## src/vpcs_pkg.sv

```systemverilog
// Shared types, constants and arithmetic helpers for the video plane checksum block.
`timescale 1ns / 1ps
`default_nettype none

package vpcs_pkg;

    localparam int PLANES  = 4;
    localparam int PLANE_W = 2;

    localparam logic [16:0] ADLER_MOD       = 17'd65521;
    localparam logic [28:0] MAX_PLANE_BYTES = 29'd16777216;

    localparam int SUM_W = 32;
    localparam int SQ_W  = 40;
    localparam int CNT_W = 25;
    localparam int CFG_W = 3;

    // One plane's stored accumulators
    typedef struct packed {
        logic [31:0]      adler;
        logic [SUM_W-1:0] sum;
        logic [SQ_W-1:0]  sq;
        logic [CNT_W-1:0] cnt;
    } plane_entry_t;

    // Write port of the state memory
    typedef struct packed {
        logic               en;
        logic [PLANE_W-1:0] addr;
        plane_entry_t       data;
    } ram_wr_t;

    typedef enum logic [2:0] {
        ST_RUN,
        ST_READ,
        ST_START,
        ST_WAIT,
        ST_LOAD
    } state_t;

    function automatic logic [31:0] adler_step(input logic [31:0] acc, input logic [7:0] b);
        logic [16:0] s1;
        logic [16:0] s2;
        s1 = {1'b0, acc[15:0]};
        s2 = {1'b0, acc[31:16]};
        if (s1 >= ADLER_MOD) s1 = s1 - ADLER_MOD;
        if (s2 >= ADLER_MOD) s2 = s2 - ADLER_MOD;
        s1 = s1 + {9'd0, b};
        if (s1 >= ADLER_MOD) s1 = s1 - ADLER_MOD;
        s2 = s2 + s1;
        if (s2 >= ADLER_MOD) s2 = s2 - ADLER_MOD;
        return {s2[15:0], s1[15:0]};
    endfunction

    function automatic plane_entry_t plane_update(input plane_entry_t e, input logic [7:0] b);
        plane_entry_t     r;
        logic [SUM_W:0]   sum_w;
        logic [SQ_W:0]    sq_w;
        logic [CNT_W:0]   cnt_w;
        logic [15:0]      b_sq;
        r       = e;
        r.adler = adler_step(e.adler, b);
        b_sq    = {8'd0, b} * {8'd0, b};
        if ({4'd0, e.cnt} < MAX_PLANE_BYTES) begin
            sum_w = {1'b0, e.sum} + {25'd0, b};
            sq_w  = {1'b0, e.sq} + {25'd0, b_sq};
            cnt_w = {1'b0, e.cnt} + 26'd1;
            r.sum = sum_w[SUM_W] ? '1 : sum_w[SUM_W-1:0];
            r.sq  = sq_w[SQ_W] ? '1 : sq_w[SQ_W-1:0];
            r.cnt = cnt_w[CNT_W] ? '1 : cnt_w[CNT_W-1:0];
        end
        return r;
    endfunction

endpackage

`default_nettype wire

```

## src/vpcs_state_ram.sv

```systemverilog
// Per-plane accumulator memory: one write port, one registered read port.
`timescale 1ns / 1ps
`default_nettype none

module vpcs_state_ram (
    input  wire                          clk,
    input  vpcs_pkg::ram_wr_t            wr,
    input  wire                          rd_en,
    input  wire [vpcs_pkg::PLANE_W-1:0]  rd_addr,
    output vpcs_pkg::plane_entry_t       rd_data
);

    vpcs_pkg::plane_entry_t mem_reg [vpcs_pkg::PLANES];
    vpcs_pkg::plane_entry_t rd_data_reg;

    always_ff @(posedge clk)
    begin
        if (wr.en)
        begin
            mem_reg[wr.addr] <= wr.data;
        end
        if (rd_en)
        begin
            rd_data_reg <= mem_reg[rd_addr];
        end
    end

    assign rd_data = rd_data_reg;

endmodule

`default_nettype wire

```

## src/vpcs_mean_div.sv

```systemverilog
// Rounded, saturating mean divider: one restoring step per cycle.
`timescale 1ns / 1ps
`default_nettype none

module vpcs_mean_div (
    input  wire                         clk,
    input  wire                         rst_n,
    input  wire                         start,
    input  wire [vpcs_pkg::SUM_W-1:0]   sum,
    input  wire [vpcs_pkg::CNT_W-1:0]   cnt,
    output logic                        done,
    output logic [7:0]                  mean
);

    logic [32:0] rem_reg;
    logic [32:0] div_reg;
    logic [8:0]  q_reg;
    logic [3:0]  step_reg;
    logic        busy_reg;
    logic        done_reg;
    logic        zero_reg;
    logic        ge;

    assign ge = rem_reg >= div_reg;

    always_ff @(posedge clk or negedge rst_n)
    begin
        if (!rst_n)
        begin
            busy_reg <= 1'b0;
            done_reg <= 1'b0;
            step_reg <= 4'd0;
        end
        else
        begin
            done_reg <= 1'b0;
            if (start)
            begin
                busy_reg <= 1'b1;
                step_reg <= 4'd0;
            end
            else if (busy_reg)
            begin
                step_reg <= step_reg + 4'd1;
                if (step_reg == 4'd8)
                begin
                    busy_reg <= 1'b0;
                    done_reg <= 1'b1;
                end
            end
        end
    end

    // Top quotient bit set means the mean is at least 256: saturate
    always_ff @(posedge clk)
    begin
        if (start)
        begin
            rem_reg  <= {1'b0, sum} + {9'd0, cnt[vpcs_pkg::CNT_W-1:1]};
            div_reg  <= {cnt, 8'd0};
            q_reg    <= 9'd0;
            zero_reg <= (cnt == '0);
        end
        else if (busy_reg)
        begin
            if (ge)
            begin
                rem_reg <= rem_reg - div_reg;
            end
            q_reg   <= {q_reg[7:0], ge};
            div_reg <= {1'b0, div_reg[32:1]};
        end
    end

    assign done = done_reg;
    assign mean = zero_reg ? 8'd0 : (q_reg[8] ? 8'd255 : q_reg[7:0]);

endmodule

`default_nettype wire

```

## src/video_plane_checksum_stats.sv

```systemverilog
// Top level of the video plane checksum and statistics block.
`timescale 1ns / 1ps
`default_nettype none

// Streams the active bytes of a frame, each tagged with its plane, and keeps
// per plane a zero-based Adler-32, a saturating byte sum, sum of squares and
// byte count, plus one Adler-32 over the whole frame. Per-plane state lives
// in a four-entry memory with a registered read: a byte is read in the cycle
// it is accepted and updated and written back in the next, with the last
// written entry forwarded so bytes of the same plane can follow back to back.
// Streaming rate is one byte per cycle while in_stall is low. The byte
// marked frame_end closes the frame: input is stalled while one result per
// configured plane (plane 0 upward, last_result on the final one) is
// produced, each taking a memory read plus a nine-step serial divide for
// the rounded mean, plus any output stall. Then all state is cleared at
// once through per-entry valid bits and input resumes. plane_count must be
// written through the cfg channel only while no frame is in progress; the
// block does not enforce this. 0 reports one plane and values above four
// report four. cfg_ready drops during the result phase.
module video_plane_checksum_stats (
    input  wire                             clk,
    input  wire                             rst_n,
    // input byte transactions
    input  wire                             in_valid,
    output logic                            in_stall,
    input  wire  [7:0]                      sample,
    input  wire  [vpcs_pkg::PLANE_W-1:0]    plane,
    input  wire                             frame_end,
    // configuration write
    input  wire                             cfg_valid,
    output logic                            cfg_ready,
    input  wire  [vpcs_pkg::CFG_W-1:0]      plane_count,
    // result transactions
    output logic                            out_valid,
    input  wire                             out_stall,
    output logic [vpcs_pkg::PLANE_W-1:0]    plane_index,
    output logic [31:0]                     plane_adler32,
    output logic [31:0]                     frame_checksum,
    output logic [vpcs_pkg::SUM_W-1:0]      byte_sum,
    output logic [vpcs_pkg::SQ_W-1:0]       square_sum,
    output logic [vpcs_pkg::CNT_W-1:0]      byte_count,
    output logic [7:0]                      mean_value,
    output logic                            last_result
);

    vpcs_pkg::state_t state_reg;
    vpcs_pkg::state_t state_next;

    logic [vpcs_pkg::CFG_W-1:0]   plane_count_reg;
    logic [vpcs_pkg::CFG_W-1:0]   n_eff;

    // update stage
    logic                         s1_valid_reg;
    logic [7:0]                   s1_sample_reg;
    logic [vpcs_pkg::PLANE_W-1:0] s1_plane_reg;
    logic                         s1_end_reg;
    logic                         s1_hit_reg;
    logic                         fwd_hit_reg;
    vpcs_pkg::plane_entry_t       fwd_data_reg;

    logic [vpcs_pkg::PLANES-1:0]  entry_valid_reg;
    logic [31:0]                  frame_adler_reg;
    logic [vpcs_pkg::PLANE_W-1:0] k_reg;
    logic                         rep_hit_reg;

    // output register
    logic                         out_valid_reg;
    logic                         out_valid_next;
    logic [vpcs_pkg::PLANE_W-1:0] plane_index_reg;
    logic [31:0]                  plane_adler32_reg;
    logic [31:0]                  frame_checksum_reg;
    logic [vpcs_pkg::SUM_W-1:0]   byte_sum_reg;
    logic [vpcs_pkg::SQ_W-1:0]    square_sum_reg;
    logic [vpcs_pkg::CNT_W-1:0]   byte_count_reg;
    logic [7:0]                   mean_value_reg;
    logic                         last_result_reg;

    logic                         accept;
    logic                         rd_en;
    logic [vpcs_pkg::PLANE_W-1:0] rd_addr;
    vpcs_pkg::plane_entry_t       rd_data;
    vpcs_pkg::ram_wr_t            wr;
    vpcs_pkg::plane_entry_t       old_entry;
    vpcs_pkg::plane_entry_t       rep_entry;
    logic                         div_start;
    logic                         div_done;
    logic [7:0]                   div_mean;
    logic                         load;
    logic                         last_plane;
    logic                         frame_done;

    // Hold input off once the closing byte is in flight and during results
    assign in_stall  = (state_reg != vpcs_pkg::ST_RUN) || (s1_valid_reg && s1_end_reg);
    assign accept    = in_valid && !in_stall;
    assign cfg_ready = (state_reg == vpcs_pkg::ST_RUN);

    assign n_eff = (plane_count_reg == '0) ? vpcs_pkg::CFG_W'(1) :
                   ((plane_count_reg > vpcs_pkg::CFG_W'(vpcs_pkg::PLANES)) ?
                    vpcs_pkg::CFG_W'(vpcs_pkg::PLANES) : plane_count_reg);
    assign last_plane = ({1'b0, k_reg} + vpcs_pkg::CFG_W'(1)) == n_eff;
    assign frame_done = load && last_plane;

    assign rd_en   = accept || (state_reg == vpcs_pkg::ST_READ);
    assign rd_addr = (state_reg == vpcs_pkg::ST_RUN) ? plane : k_reg;

    // Forward the entry written at the same edge the read was taken
    assign old_entry = fwd_hit_reg ? fwd_data_reg : (s1_hit_reg ? rd_data : '0);
    assign rep_entry = rep_hit_reg ? rd_data : '0;

    always_comb
    begin
        wr.en   = s1_valid_reg &&
                  ({1'b0, s1_plane_reg} < (vpcs_pkg::PLANE_W + 1)'(vpcs_pkg::PLANES));
        wr.addr = s1_plane_reg;
        wr.data = vpcs_pkg::plane_update(old_entry, s1_sample_reg);
    end

    vpcs_state_ram u_ram (
        .clk     (clk),
        .wr      (wr),
        .rd_en   (rd_en),
        .rd_addr (rd_addr),
        .rd_data (rd_data)
    );

    vpcs_mean_div u_div (
        .clk   (clk),
        .rst_n (rst_n),
        .start (div_start),
        .sum   (rep_entry.sum),
        .cnt   (rep_entry.cnt),
        .done  (div_done),
        .mean  (div_mean)
    );

    // Result sequencer
    always_comb
    begin
        state_next = state_reg;
        div_start  = 1'b0;
        load       = 1'b0;
        case (state_reg)
            vpcs_pkg::ST_RUN:
            begin
                if (s1_valid_reg && s1_end_reg)
                begin
                    state_next = vpcs_pkg::ST_READ;
                end
            end
            vpcs_pkg::ST_READ:
            begin
                state_next = vpcs_pkg::ST_START;
            end
            vpcs_pkg::ST_START:
            begin
                div_start  = 1'b1;
                state_next = vpcs_pkg::ST_WAIT;
            end
            vpcs_pkg::ST_WAIT:
            begin
                if (div_done)
                begin
                    state_next = vpcs_pkg::ST_LOAD;
                end
            end
            vpcs_pkg::ST_LOAD:
            begin
                if (!out_valid_reg || !out_stall)
                begin
                    load       = 1'b1;
                    state_next = last_plane ? vpcs_pkg::ST_RUN : vpcs_pkg::ST_READ;
                end
            end
            default:
            begin
                state_next = vpcs_pkg::ST_RUN;
            end
        endcase
    end

    always_comb
    begin
        if (load)
        begin
            out_valid_next = 1'b1;
        end
        else if (!out_stall)
        begin
            out_valid_next = 1'b0;
        end
        else
        begin
            out_valid_next = out_valid_reg;
        end
    end

    always_ff @(posedge clk or negedge rst_n)
    begin
        if (!rst_n)
        begin
            state_reg       <= vpcs_pkg::ST_RUN;
            plane_count_reg <= vpcs_pkg::CFG_W'(1);
            s1_valid_reg    <= 1'b0;
            fwd_hit_reg     <= 1'b0;
            entry_valid_reg <= '0;
            frame_adler_reg <= 32'd0;
            k_reg           <= '0;
            out_valid_reg   <= 1'b0;
        end
        else
        begin
            state_reg     <= state_next;
            s1_valid_reg  <= accept;
            fwd_hit_reg   <= accept && wr.en && (wr.addr == plane);
            out_valid_reg <= out_valid_next;
            if (cfg_valid && cfg_ready)
            begin
                plane_count_reg <= plane_count;
            end
            if (s1_valid_reg)
            begin
                frame_adler_reg <= vpcs_pkg::adler_step(frame_adler_reg, s1_sample_reg);
            end
            if (wr.en)
            begin
                entry_valid_reg[wr.addr] <= 1'b1;
            end
            // Drop all accumulated state once the final result is loaded
            if (frame_done)
            begin
                entry_valid_reg <= '0;
                frame_adler_reg <= 32'd0;
            end
            if (state_reg == vpcs_pkg::ST_RUN)
            begin
                k_reg <= '0;
            end
            else if (load && !last_plane)
            begin
                k_reg <= k_reg + vpcs_pkg::PLANE_W'(1);
            end
        end
    end

    always_ff @(posedge clk)
    begin
        if (accept)
        begin
            s1_sample_reg <= sample;
            s1_plane_reg  <= plane;
            s1_end_reg    <= frame_end;
            s1_hit_reg    <= entry_valid_reg[plane];
        end
        if (wr.en)
        begin
            fwd_data_reg <= wr.data;
        end
        if (state_reg == vpcs_pkg::ST_READ)
        begin
            rep_hit_reg <= entry_valid_reg[k_reg];
        end
        if (load)
        begin
            plane_index_reg    <= k_reg;
            plane_adler32_reg  <= rep_entry.adler;
            frame_checksum_reg <= frame_adler_reg;
            byte_sum_reg       <= rep_entry.sum;
            square_sum_reg     <= rep_entry.sq;
            byte_count_reg     <= rep_entry.cnt;
            mean_value_reg     <= div_mean;
            last_result_reg    <= last_plane;
        end
    end

    assign out_valid      = out_valid_reg;
    assign plane_index    = plane_index_reg;
    assign plane_adler32  = plane_adler32_reg;
    assign frame_checksum = frame_checksum_reg;
    assign byte_sum       = byte_sum_reg;
    assign square_sum     = square_sum_reg;
    assign byte_count     = byte_count_reg;
    assign mean_value     = mean_value_reg;
    assign last_result    = last_result_reg;

endmodule

`default_nettype wire

```

## config.mk

```make
export PLATFORM = sky130hd
export DESIGN_NAME = video_plane_checksum_stats
export DESIGN_NICKNAME = d
export VERILOG_FILES = /design/src/vpcs_pkg.sv /design/src/vpcs_state_ram.sv /design/src/vpcs_mean_div.sv /design/src/video_plane_checksum_stats.sv
export SDC_FILE = /design/constraint.sdc
export NUM_CORES = 2
export LEC_CHECK = 0
export ABC_CLOCK_PERIOD_IN_PS = 13400
export BUFFER_PORTS_ARGS = -buffer_cell sky130_fd_sc_hd__buf_2
export CAP_MARGIN = 20
export CORE_ASPECT_RATIO = 1.75
export CORE_MARGIN = 4
export CORE_UTILIZATION = 55
export CTS_CLUSTER_DIAMETER = 50
export CTS_CLUSTER_SIZE = 10
export DETAILED_ROUTE_END_ITERATION = 10
export MAX_ROUTING_LAYER = met4
export PLACE_DENSITY = 0.75
export SLEW_MARGIN = 10
export SYNTH_ARGS = -nofsm -noshare
export SYNTH_HDL_FRONTEND = slang
export SYNTH_SLANG_ARGS = --single-unit
```

## constraint.sdc

```tcl
create_clock -name clk -period 13.4 [get_ports clk]
set_input_delay 2.68 -clock clk [delete_from_list [all_inputs] [get_ports clk]]
set_output_delay 2.68 -clock clk [all_outputs]
set_load 0.1 [all_outputs]
```

# [Word level (Yosys, flattened, before mapping)]
# Memory sizes are Yosys's and may differ from the RTL's. A register that Yosys moved wholly into a read port is not among the register bits.
# Index checks and enable logic that the tools add are counted.
[word_totals] ff_bits=443 mem_bits_rw=516 input_bits=19 elab_cells=166 memories=1
[memory_table] memory="u_ram.mem_reg" depth=4 word_bits=129 read_ports=1 rd_clocked_by_memory_dff=1 write_ports=1 line="vpcs_state_ram.sv:13" text="vpcs_pkg::plane_entry_t mem_reg [vpcs_pkg::PLANES];"
[classes] add_sub_neg=20 mul=1 order_cmp=15 eq_ne=11 mux=59 bitwise_logic=1 n_reduce_logical=25
[op_table] operator="$mux 129" n=2
[op_table] operator="$mux 97" n=2
[op_table] operator="$mux 33" n=5
[op_table] operator="$mux 17" n=9
[op_table] operator="$mux 32" n=3
[op_table] operator="$ge 17x16->1 const B" n=4
[op_table] operator="$sub 16x16->17 const B" n=4
[op_table] operator="$ge 16x16->1 const B" n=4
[op_table] operator="$add 40x16->41" n=1
[op_table] operator="$mux 40" n=1
[op_table] operator="$add 17x17->17" n=2
[op_table] operator="$add 17x8->17" n=2
[op_table] operator="$sub 17x16->17 const B" n=2
[op_table] operator="$add 32x24->33" n=1
[op_table] operator="$add 32x8->33" n=1
[op_table] operator="$ge 33x33->1" n=1
[op_table] operator="$sub 33x33->33" n=1
[op_table] operator="$mux 16" n=2
[op_table] operator="$sub 16x16->16 const B" n=2
[op_table] operator="$add 25x1->26 const B" n=1
[op_table] operator="$logic_not 25->1" n=1
[op_table] operator="$lt 25x25->1 const B" n=1
[op_table] operator="$mux 25" n=1
[op_table] operator="$mux 1" n=17
[op_table] operator="31 further kinds" n=62

# [Longest topological paths before layout]
[depth] ltp_word=12 mapped_depth=51 mapped_depth_nobuf=40

# [Modules after synthesis]
# Synthesis repeated with hierarchy kept, for this count alone.
[hier_totals] hier_cells=3829 hier_area_um2=52505.4
[by_module_without_submodules] mod="video_plane_checksum_stats" instances=1 cells_each=2239 area_per_inst_um2=23248.5
[by_module_without_submodules] mod="vpcs_state_ram" instances=1 cells_each=806 area_per_inst_um2=22525.4
[by_module_without_submodules] mod="vpcs_mean_div" instances=1 cells_each=784 area_per_inst_um2=6731.5

# [Worst setup path after synthesis]
# No wires, ideal clock.
[synth_timing] path_type="register -> register" start="reg s1_valid_reg" end="mem u_ram.mem_reg[1][0] in the netlist's numbering (enable)" setup_time_ps=805 arrival_ps=12909 t_required_ps=12595 path_slack_ps=-313 path_stages_with_launch=4 path_buffers=1 period_less_slack_ps=13713 cell_sequence="dfrtp_1 > clkbuf_1 > inv_1 > nor3b_1"
[synth_via] elab_chain_cells=2
[synth_lines] element="start: declaration" line="video_plane_checksum_stats.sv:53" text="logic s1_valid_reg;"
[synth_lines] element="start signal: assignment" line="video_plane_checksum_stats.sv:213" text="s1_valid_reg <= accept;"
[synth_lines] element="$mux 1" line="vpcs_state_ram.sv:18" text="if (wr.en)"
[synth_lines] element="$mux 1 (not written as such)" line="vpcs_state_ram.sv:20" text="mem_reg[wr.addr] <= wr.data;"
[synth_lines] element="end: declaration" line="vpcs_state_ram.sv:13"
# No other way between the ends.

==> qor.csv <==
metric,value,unit
cts.hold.buffers_added,0,
grt_pass1_vias,33400,
final_cell_count_no_fill,5269,
h-tree-depth,4,
wl_met1,47700,µm
r2r_slack,1.94,ns
cap_violations,0,
ys_async_sr_fraction,4.87,%
drt_first_iter_violations,2504,
p_leak,21.2,nW
min_period_over_period,85.5,%
setup_viol,0,
rows,148,
numClockSinks,1088,
rsz0062_at_grt,no,
peakVddDrop,0.131,mV
largest_register_ffs,516,
clockBufferDepth,3,
whs,0.501,ns
cts-root-buf,clkbuf_16,
synth_cells,3794,
pwr-share-comb,29.9,%
gr-total-overflow,0,
yosys.area.top_type,edfxtp_1,
wire_per_inst,24.2,µm
avgSynthCellArea,13.7,µm²
crit_slowest_cell,dfrtp_4,
cts_made_buffers,130,
first_pass_iters,5,
relSlewSlack,23.7,%
rr_startpoint,fwd_hit_reg$_DFF_PN0_,
synth-seq-area-share,62.2,%
dp_hpwl,82000,µm
p_clk_share,29.1,%
cts_tree,done,
switching_power,0.00355,W
hold_viol,0,
nets,4255,
fin_tns_setup,0,ns
highest_layer,met4,
grt_usage,26.3,%
timing.rr.end,fwd_data_reg[118]$_DFFE_PP_,
dp.cells,5084,
start_kind,flip-flop,
clk_latency,0.75,ns
reg2reg_depth,39,
worst_pin_slew,1.14,ns
cts_setup_buffers,0,
cp.required,13.89,ns
clk_pin_slew,0.06,ns
start_util,55.6,%
period_needed,11.46,ns
area_growth,11.8,%
drive_above_1_share,14.3,%
ys_types,96,
die_y,414,µm
dr_wl_met2,66700,µm
ant_nets,0,
layout_commonest_cell,edfxtp_1,
hp-start,u_div.q_reg[0]$_SDFFE_PP0P_,
final_cell_mix,"edfxtp_1 (1018), nand2_1 (283), nor2_1 (271)",
hold_path_class,reg2reg,
fmax,87.3,MHz
num_io_pins,194,
whs_endpoint,u_div.q_reg[0]$_SDFFE_PP0P_,
power.internal,0.00734,W
synth-edff-count,1018,
n_antenna_cell,0,
finalWirelength,127000,µm
dr_wl_met3,6540,µm
critPathLaunch,fwd_hit_reg$_DFF_PN0_,
p_seq_share,41.0,%
p_sw_share,32.6,%
die_width,240,µm
core,93300,µm²
syn-cell-area,51900,µm²
grt_antenna_before_repair,1,
outcome,finished clean,
worst_setup_path_end_kind,flip-flop,
yosysWarnings,0,
routabilityCongestion,0.915,
maxSlewViolCount,0,
synth.top_cell.area_share,58.9,%
cp.arrival,11.95,ns
grt_pass1_wl,195000,µm
ys_ff_latch,1088,
cts.repair.resized,0,
synthTopCellsByArea,"edfxtp_1 (59%), mux4_2 (5.7%), ha_1 (4.2%)",
p_per_area,188,nW/µm²
routed_via_density,6.17,
clock_skew,0.0416,ns
slowest_delay,0.74,ns
synthFlopType,edfxtp_1,
hold_path_depth,2,
critical_path_class,reg2reg,
cp_max_fo,58,
die_area,99500,µm²
dr_total_vias,32500,
synth.net_count,4032,
grt_max_degree,158,
port_buffers,193,
drc,0,
==> area by class of cell <==
class,count,area [µm²]
clock inverter,20,279
inverter,177,664
clock buffer,164,3460
tap,1200,1500
multi-input combinational,2387,18500
timing repair buffer,233,1350
sequential,1088,32200
fill,7020,35300
==> worst max-delay path by stage <==
| stage | slack, ns | cells past startpoint | endpoint |
|---|---|---|---|
| after global routing | 1.09 | 39 | fwd_data_reg[125]$_DFFE_PP_ |
| after CTS | 2.17 | 40 | fwd_data_reg[125]$_DFFE_PP_ |
| after floorplan | 0.39 | 3 | u_ram.mem_reg[0][0]$_DFFE_PP_ |
| final | 1.94 | 39 | fwd_data_reg[118]$_DFFE_PP_ |
| after detailed placement | 2.21 | 40 | u_ram.mem_reg[0][124]$_DFFE_PP_ |
| after global placement | 2.43 | 39 | u_ram.mem_reg[0][125]$_DFFE_PP_ |
==> stage by stage <==
step                      instance area, µm²  util (%)  power (W)  setup WS (ns)
after floorplan                        51900         -    0.00696          0.392
after global placement                 54300      58.1    0.00767           2.43
after detailed placement               54300      58.1    0.00775           2.21
after CTS                              58000      62.1     0.0109           2.17
after global routing                   58000      62.2     0.0115           1.09
final                                  58000      62.2     0.0109           1.94
==> cell families after synthesis <==
family,count (synthesis),share of synthesized area (%)
AO/OA/AOI/OAI,626,8.14
XOR/XNOR,234,3.98
adder cells (fa/ha/maj),219,5.95
buffers and inverters,319,2.38
flip-flops,1088,62.2
multiplexers,176,6.58
AND/OR/NAND/NOR,1132,10.8
==> critical path, delay by kind of cell, from the launching register on <==
kind / cells / cell delay [ns]
buf+inv: 2 / 0.32
flops: 1 / 0.74
xor+xnor: 4 / 1.21
compound gates: 16 / 4.03
simple gates: 14 / 4.01
fa+ha+maj: 3 / 0.85
==> cell usage after synthesis (26+ instances only) <==
master    count
clkbuf_1    103
nand2_1     284
nor2_1      272
dfrtp_1      52
mux4_2      131
a31oi_1      35
nand3_1     101
xor2_1       86
o21ai_0     117
and2_1      171
edfxtp_1   1018
nor2b_1      32
mux2i_1      38
buf_1        31
nor3_1       56
inv_1       175
nand2b_1     34
a22o_1       39
a211oi_1     27
xnor2_1     147
ha_1        173
fa_1         46
a22oi_1      68
nand4_1      32
a21o_1       32
and3_1       42
nor4_1       26
a21oi_1     138
==> per-layer routing <==
layer / global-route usage, % / vias to the layer above
met5: - / -
li1: - / 14700
met3: 3.87 / 314
met2: 45.3 / 1095
met1: 30.7 / 16400
met4: 11.6 / 0
==> power groups by stage <==
stage               clock network [W]  logic [W]  registers [W]
detailed placement                  0    0.00322        0.00452
global route                  0.00337    0.00364        0.00449
global placement                    0    0.00316        0.00451
CTS                           0.00322    0.00325        0.00446
floorplan                           0    0.00252        0.00445
finish                        0.00317    0.00326        0.00446
(Power assumes the default switching activity.)
